## src/rtl/core/mbrtu_pkg.sv

```systemverilog
package mbrtu_pkg;

  localparam int unsigned FrameBytes = 8;
  localparam int unsigned HeadBytes  = 6;
  localparam int unsigned PosWidth   = $clog2(FrameBytes);

  localparam logic [7:0]  FuncWriteSingle = 8'h06;
  localparam logic [15:0] CrcInit         = 16'hFFFF;
  localparam logic [15:0] CrcPoly         = 16'hA001;
  localparam logic [7:0]  DutyMax         = 8'd255;

  localparam logic [PosWidth-1:0] PosLast = PosWidth'(FrameBytes - 1);

  // Reply frame handed from the frame assembler to the reply serializer.
  typedef struct packed {
    logic                        load;
    logic [7:0]                  duty;
    logic [FrameBytes-1:0][7:0]  data;   // entry 0 goes out first
  } reply_t;

  // One byte of the Modbus CRC-16 (reflected), eight shift steps.
  function automatic logic [15:0] crc_step(input logic [15:0] crc, input logic [7:0] b);
    logic [15:0] c;
    c = crc ^ {8'h00, b};
    for (int k = 0; k < 8; k++) begin
      if (c[0]) begin
        c = (c >> 1) ^ CrcPoly;
      end else begin
        c = c >> 1;
      end
    end
    return c;
  endfunction

endpackage

```

## src/rtl/core/modbus_rtu_write_register_slave.sv

```systemverilog
// Channel     Dir  Handshake                         Payload
// s_axis      in   s_axis_tvalid_i / s_axis_tready_o tdata[7:0] rx_byte
// m_axis      out  m_axis_tvalid_o / m_axis_tready_i tdata[7:0] tx_byte, tdata[15:8] duty_value,
//                                                    tlast tx_last, tuser duty_update
// cfg         in   cfg_valid_i / cfg_ready_o         cfg_wdata_i[7:0] node address
//
// Each request byte is absorbed at its accepting edge; the first six also update the CRC
// and the frame store. A matching eighth byte loads the 8-byte reply shifter, which
// emits one byte per cycle while m_axis_tready_i is high.
// Reset clears the byte position, the CRC (to all ones), the reply shifter's
// busy flag, and sets the node address to 2.
// The only input stall: the eighth byte of a frame waits while the previous
// reply is still draining and not finishing in that same cycle.
module modbus_rtu_write_register_slave (
  input  logic        clk_i,
  input  logic        rst_ni,
  // request bytes
  input  logic        s_axis_tvalid_i,
  output logic        s_axis_tready_o,
  input  logic [7:0]  s_axis_tdata_i,   // [7:0] rx_byte
  // reply bytes
  output logic        m_axis_tvalid_o,
  input  logic        m_axis_tready_i,
  output logic [15:0] m_axis_tdata_o,   // [7:0] tx_byte, [15:8] duty_value
  output logic        m_axis_tlast_o,
  output logic        m_axis_tuser_o,   // [0] duty_update
  // node address register
  input  logic        cfg_valid_i,
  output logic        cfg_ready_o,
  input  logic [7:0]  cfg_wdata_i
);

  logic              rx_accept;
  logic              pos_last;
  logic              tx_busy;
  logic              tx_done;
  logic [7:0]        node_addr_q;
  mbrtu_pkg::reply_t reply;

  // Configuration writes are always taken.
  assign cfg_ready_o = 1'b1;

  always_ff @(posedge clk_i or negedge rst_ni) begin
    if (!rst_ni) begin
      node_addr_q <= 8'd2;
    end else if (cfg_valid_i) begin
      node_addr_q <= cfg_wdata_i;
    end
  end

  // Hold the closing byte of a frame until the reply shifter is free or
  // sends its last byte in this cycle.
  assign s_axis_tready_o = !(pos_last && tx_busy && !tx_done);
  assign rx_accept       = s_axis_tvalid_i && s_axis_tready_o;

  mbrtu_frame u_frame (
    .clk_i       (clk_i),
    .rst_ni      (rst_ni),
    .node_addr_i (node_addr_q),
    .rx_accept_i (rx_accept),
    .rx_byte_i   (s_axis_tdata_i),
    .pos_last_o  (pos_last),
    .reply_o     (reply)
  );

  mbrtu_reply u_reply (
    .clk_i         (clk_i),
    .rst_ni        (rst_ni),
    .reply_i       (reply),
    .busy_o        (tx_busy),
    .done_o        (tx_done),
    .tx_valid_o    (m_axis_tvalid_o),
    .tx_ready_i    (m_axis_tready_i),
    .tx_byte_o     (m_axis_tdata_o[7:0]),
    .tx_last_o     (m_axis_tlast_o),
    .duty_update_o (m_axis_tuser_o),
    .duty_value_o  (m_axis_tdata_o[15:8])
  );

endmodule

```

## src/rtl/core/mbrtu_frame.sv

```systemverilog
module mbrtu_frame (
  input  logic                          clk_i,
  input  logic                          rst_ni,
  input  logic [7:0]                    node_addr_i,
  input  logic                          rx_accept_i,
  input  logic [7:0]                    rx_byte_i,
  output logic                          pos_last_o,
  output mbrtu_pkg::reply_t             reply_o
);

  logic [mbrtu_pkg::PosWidth-1:0] pos_q, pos_d;
  logic [15:0]                    crc_q, crc_d;
  logic [7:0]                     store_q [mbrtu_pkg::HeadBytes];
  logic                           match;
  logic [7:0]                     duty;

  assign pos_last_o = (pos_q == mbrtu_pkg::PosLast);

  always_comb begin
    pos_d = pos_q;
    crc_d = crc_q;
    if (rx_accept_i) begin
      pos_d = pos_q + 1'b1;
      if (pos_q < mbrtu_pkg::PosWidth'(mbrtu_pkg::HeadBytes)) begin
        crc_d = mbrtu_pkg::crc_step(crc_q, rx_byte_i);
      end else if (pos_last_o) begin
        crc_d = mbrtu_pkg::CrcInit;
      end
    end
  end

  always_ff @(posedge clk_i or negedge rst_ni) begin
    if (!rst_ni) begin
      pos_q <= '0;
      crc_q <= mbrtu_pkg::CrcInit;
    end else begin
      pos_q <= pos_d;
      crc_q <= crc_d;
    end
  end

  always_ff @(posedge clk_i) begin
    for (int i = 0; i < int'(mbrtu_pkg::HeadBytes); i++) begin
      if (rx_accept_i && pos_q == mbrtu_pkg::PosWidth'(i)) begin
        store_q[i] <= rx_byte_i;
      end
    end
  end

  // Clamp the 16-bit register value to one byte.
  assign duty  = (store_q[4] != 8'h00) ? mbrtu_pkg::DutyMax : store_q[5];
  assign match = (store_q[0] == node_addr_i) && (store_q[1] == mbrtu_pkg::FuncWriteSingle);

  always_comb begin
    reply_o.load = rx_accept_i && pos_last_o && match;
    reply_o.duty = duty;
    for (int i = 0; i < int'(mbrtu_pkg::HeadBytes); i++) begin
      reply_o.data[i] = store_q[i];
    end
    reply_o.data[mbrtu_pkg::HeadBytes]     = crc_q[7:0];
    reply_o.data[mbrtu_pkg::HeadBytes + 1] = crc_q[15:8];
  end

endmodule

```

## src/rtl/core/mbrtu_reply.sv

```systemverilog
module mbrtu_reply (
  input  logic                          clk_i,
  input  logic                          rst_ni,
  input  mbrtu_pkg::reply_t             reply_i,
  output logic                          busy_o,
  output logic                          done_o,
  output logic                          tx_valid_o,
  input  logic                          tx_ready_i,
  output logic [7:0]                    tx_byte_o,
  output logic                          tx_last_o,
  output logic                          duty_update_o,
  output logic [7:0]                    duty_value_o
);

  logic                                  busy_q, busy_d;
  logic [mbrtu_pkg::PosWidth-1:0]        cnt_q, cnt_d;
  logic [mbrtu_pkg::FrameBytes-1:0][7:0] shift_q;
  logic [7:0]                            duty_q;
  logic                                  tx_accept;

  assign tx_accept = busy_q && tx_ready_i;
  assign done_o    = tx_accept && (cnt_q == mbrtu_pkg::PosLast);
  assign busy_o    = busy_q;

  always_comb begin
    busy_d = busy_q;
    cnt_d  = cnt_q;
    if (reply_i.load) begin
      busy_d = 1'b1;
      cnt_d  = '0;
    end else if (tx_accept) begin
      cnt_d = cnt_q + 1'b1;
      if (done_o) begin
        busy_d = 1'b0;
      end
    end
  end

  always_ff @(posedge clk_i or negedge rst_ni) begin
    if (!rst_ni) begin
      busy_q <= 1'b0;
      cnt_q  <= '0;
    end else begin
      busy_q <= busy_d;
      cnt_q  <= cnt_d;
    end
  end

  always_ff @(posedge clk_i) begin
    if (reply_i.load) begin
      shift_q <= reply_i.data;
      duty_q  <= reply_i.duty;
    end else if (tx_accept) begin
      shift_q <= {8'h00, shift_q[mbrtu_pkg::FrameBytes-1:1]};
    end
  end

  assign tx_valid_o    = busy_q;
  assign tx_byte_o     = shift_q[0];
  assign tx_last_o     = (cnt_q == mbrtu_pkg::PosLast);
  assign duty_update_o = (cnt_q == '0);
  assign duty_value_o  = duty_q;

endmodule

```

## config.mk

```make
export PLATFORM = sky130hd
export DESIGN_NAME = modbus_rtu_write_register_slave
export DESIGN_NICKNAME = d
export VERILOG_FILES = /design/src/rtl/core/mbrtu_pkg.sv /design/src/rtl/core/modbus_rtu_write_register_slave.sv /design/src/rtl/core/mbrtu_frame.sv /design/src/rtl/core/mbrtu_reply.sv
export SDC_FILE = /design/constraint.sdc
export NUM_CORES = 1
export LEC_CHECK = 0
export ABC_AREA = 1
export BUFFER_PORTS_ARGS = -buffer_cell sky130_fd_sc_hd__buf_2
export CAP_MARGIN = 25
export CELL_PAD_IN_SITES_DETAIL_PLACEMENT = 1
export CELL_PAD_IN_SITES_GLOBAL_PLACEMENT = 1
export CORE_MARGIN = 4
export CORE_UTILIZATION = 48
export CTS_CLUSTER_DIAMETER = 30
export CTS_CLUSTER_SIZE = 40
export DETAILED_ROUTE_END_ITERATION = 8
export PLACE_DENSITY = 0.82
export SLEW_MARGIN = 20
export SYNTH_ARGS = -nofsm -noshare
export SYNTH_HDL_FRONTEND = slang
export SYNTH_SLANG_ARGS = --single-unit
```

## constraint.sdc

```tcl
create_clock -name clk_i -period 4.46 [get_ports clk_i]
set_input_delay 0.669 -clock clk_i [delete_from_list [all_inputs] [get_ports clk_i]]
set_output_delay 0.669 -clock clk_i [all_outputs]
set_load 0.02 [all_outputs]
```

==> impl_metrics.yaml <==
outcome:
  outcome: "finished clean"
synthesis:
  synth_top_area_frac: 0.567
  ys_top_cells_by_area: "edfxtp_1 (57%), nand2_1 (10%), dfstp_2 (7.0%), dfrtp_1 (5.5%), inv_1 (4.3%)"
  yosysTopAreaCell: "edfxtp_1"
  synthesis.area_um2: 6360
  yosys_warnings: 0
  ys.flop_type: "edfxtp_1"
  syn_inst: 559
  synth_edf_count: 120
  synth_nets: 589
  netlist_top_cells_count: "nand2_1 (176), edfxtp_1 (120), inv_1 (73), o21ai_0 (28), nor2_1 (26)"
  synth-seq-cells: 151
  async_flop_share: 0.205
  seq_area_frac_synth: 0.692
  post-synth-top-count-cell: "nand2_1"
  syn_avg_cell_area_um2: 11.4
  ys_types: 35
clock_tree:
  cts_sinks: 151
  ctsHoldBuffers: 0
  ctsResizeCount: 0
  htreeDepth: 4
  ctsLongestPathBuffers: 2
  cts-root-buf: "clkbuf_16"
  insertion_delay_ns: 0.42
  cts-buffers-inserted: 17
  clkTransAtPathRegs_ns: 0.06
  cts_tree: "built"
  cts_setup_buffers: 0
floorplanning:
  die_width_um: 123
  row_count: 41
  core_um2: 12800
  dieArea_um2: 15100
  ios: 42
  initial_core_util: 0.498
  die-height_um: 123
drt:
  drc: 0
  wire_per_inst_um: 18.2
  vias_per_cell: 5.14
  wirelength_mm: 14.3
  ant_nets: 0
  dr.pass1.iters: 4
  vias: 4026
  drt_iter0_drc: 269
global_route:
  grt_pass1_vias: 4433
  overflow: 0
  grt_max_degree: 67
  grt_usage: 0.206
  grt_antenna_before_repair: 0
  grt_pass1_wl_mm: 22.9
worst_setup_path:
  startpoint_type: "flip-flop"
  worstReg2RegEnd: "u_reply.shift_q[54]"
  critical_path_class: "flip-flop to flip-flop"
  r2r_cells: 8
  reg2reg_from: "u_frame.pos_q[1]"
  rrSetupSlack_ns: 1.43
  critical_path.max_fanout: 22
  crit_path_end_kind: "flip-flop"
  crit_required_ns: 4.55
  cp.arrival_ns: 3.12
sta:
  hold_viol_final: 0
  fin_crit_ns: 3.03
  fmax_ghz: 0.330
  finalSetupTns_ns: 0
  finalMaxSlewViolations: 0
  max_slew.worst_pin.slew_ns: 0.973
  holdWs_ns: 0.318
  relSlewSlack: 0.346
  fin_skew_ns: 0.00833
  setup_viol: 0
  fin_crit_sh: 0.679
  rsz0062_at_grt: "no"
  setup_slack_ns: 1.43
final_layout:
  fin_nets: 628
  num-fill-cells: 1337
  layout-drive-gt1-share: 0.170
  syn_to_final_growth_pct: 14.2
  insertedDiodeCount: 0
  regArea_um2: 4400
  multiInputGateArea_um2: 1520
  finalNonFillerCells: 783
placed_design:
  placedCellCount: 751
  portBuffers: 40
  gp_congestion: 0.814
  hpwl_mm: 9.54
  dp_slack_ns: 1.40
power_and_ir_drop:
  power_leakage_uw: 0.00306
  power.density_nw_per_um2: 537
  peakVddDrop_uv: 365
job:
  max_cap_violations: 0
hold_path:
  hold_class: "primary input to asynchronous set/reset pin"
## power breakdown
group	leakage [µW]	internal, µW	total [µW]	switching (µW)
Sequential	0.00139	1720	1820	94.2
Combinational	0.00137	186	609	422
Clock	0.000296	943	1470	531
## cell usage in the layout, fill, tap and decap left out, types with 3 or more instances in the layout
| cell type | Yosys | routed |
|---|---|---|
| o22ai_1 | 4 | 4 |
| mux2_2 | 3 | 3 |
| a22oi_1 | 7 | 7 |
| bufinv_16 | 0 | 4 |
| dfrtp_1 | 14 | 14 |
| o21ai_1 | 10 | 10 |
| inv_1 | 73 | 73 |
| clkbuf_16 | 0 | 17 |
| dfstp_2 | 17 | 17 |
| ha_1 | 9 | 9 |
| nor2_1 | 26 | 26 |
| buf_4 | 9 | 5 |
| clkinv_2 | 0 | 4 |
| nor3_1 | 4 | 3 |
| clkbuf_1 | 6 | 3 |
| xor2_1 | 5 | 5 |
| a32oi_1 | 5 | 5 |
| buf_2 | 5 | 40 |
| nand3_1 | 11 | 11 |
| nand4_1 | 3 | 3 |
| nand2_1 | 176 | 175 |
| o21ai_0 | 28 | 28 |
| a21oi_1 | 4 | 4 |
| edfxtp_1 | 120 | 120 |
## metrics by stage
step                utilization  power (µW)  instance area [µm²]
CTS                       0.568        3930                 7250
detailed placement        0.520        2440                 6650
global placement          0.520        2380                 6640
global route              0.568        4100                 7260
finish                    0.568        3900                 7260
floorplan                     -        2240                 6360
## layout make-up
class,count,share of cell area
well taps,172,0.0297
flip-flops and latches,151,0.606
clock inverters,11,0.0214
inverters,74,0.0383
multi-input cells,309,0.210
repair buffers,45,0.0328
clock buffers,21,0.0621
## worst max-delay path by stage
stage,from,to,cells past startpoint
3_3_place_gp,u_frame.pos_q[1],u_reply.shift_q[15],8
4_1_cts,u_frame.pos_q[1],u_reply.shift_q[54],8
6_report,u_frame.pos_q[1],u_reply.shift_q[54],8
5_1_grt,u_frame.pos_q[1],u_reply.shift_q[44],8
3_5_place_dp,u_frame.pos_q[1],u_reply.tx_byte_o[3],8
2_1_floorplan,u_reply.cnt_q[0],u_reply.shift_q[10],10
## kinds of logic after synthesis
kind of cell    after synthesis  share of synthesized area
fa+ha+maj                     9                     0.0177
xor+xnor                      7                    0.00964
other cells                   1                   0.000590
flops                       151                      0.692
simple gates                228                      0.147
mux                           3                    0.00531
compound gates               61                     0.0571
buf+inv                      99                     0.0707
## state kept, by name, indices dropped and copies added (netlist names)
name                  cells
u_reply.shift_q          56
u_frame.store_q          48
u_frame.crc_q            16
node_addr_q               8
u_reply.duty_value_o      8
u_reply.tx_byte_o         8
u_frame.pos_q             3
u_reply.cnt_q             3
u_reply.busy_o            1
## critical path, cell delays in order (launching register included)
cell     delay, ns
dfrtp_1       0.44
ha_1          0.24
ha_1          0.26
nand3_2       0.14
nand2_4       0.14
nor4_4        0.25
nand2_2       0.31
nand2_2       0.51
buf_4         0.39
## routing by layer
metal | track usage | routed length, µm
met1 | 0.259 | 6030
met2 | 0.347 | 7550
met3 | 0.0572 | 525
met4 | 0.0685 | 166
met5 | 0 | 0
(Power assumes the default switching activity.)
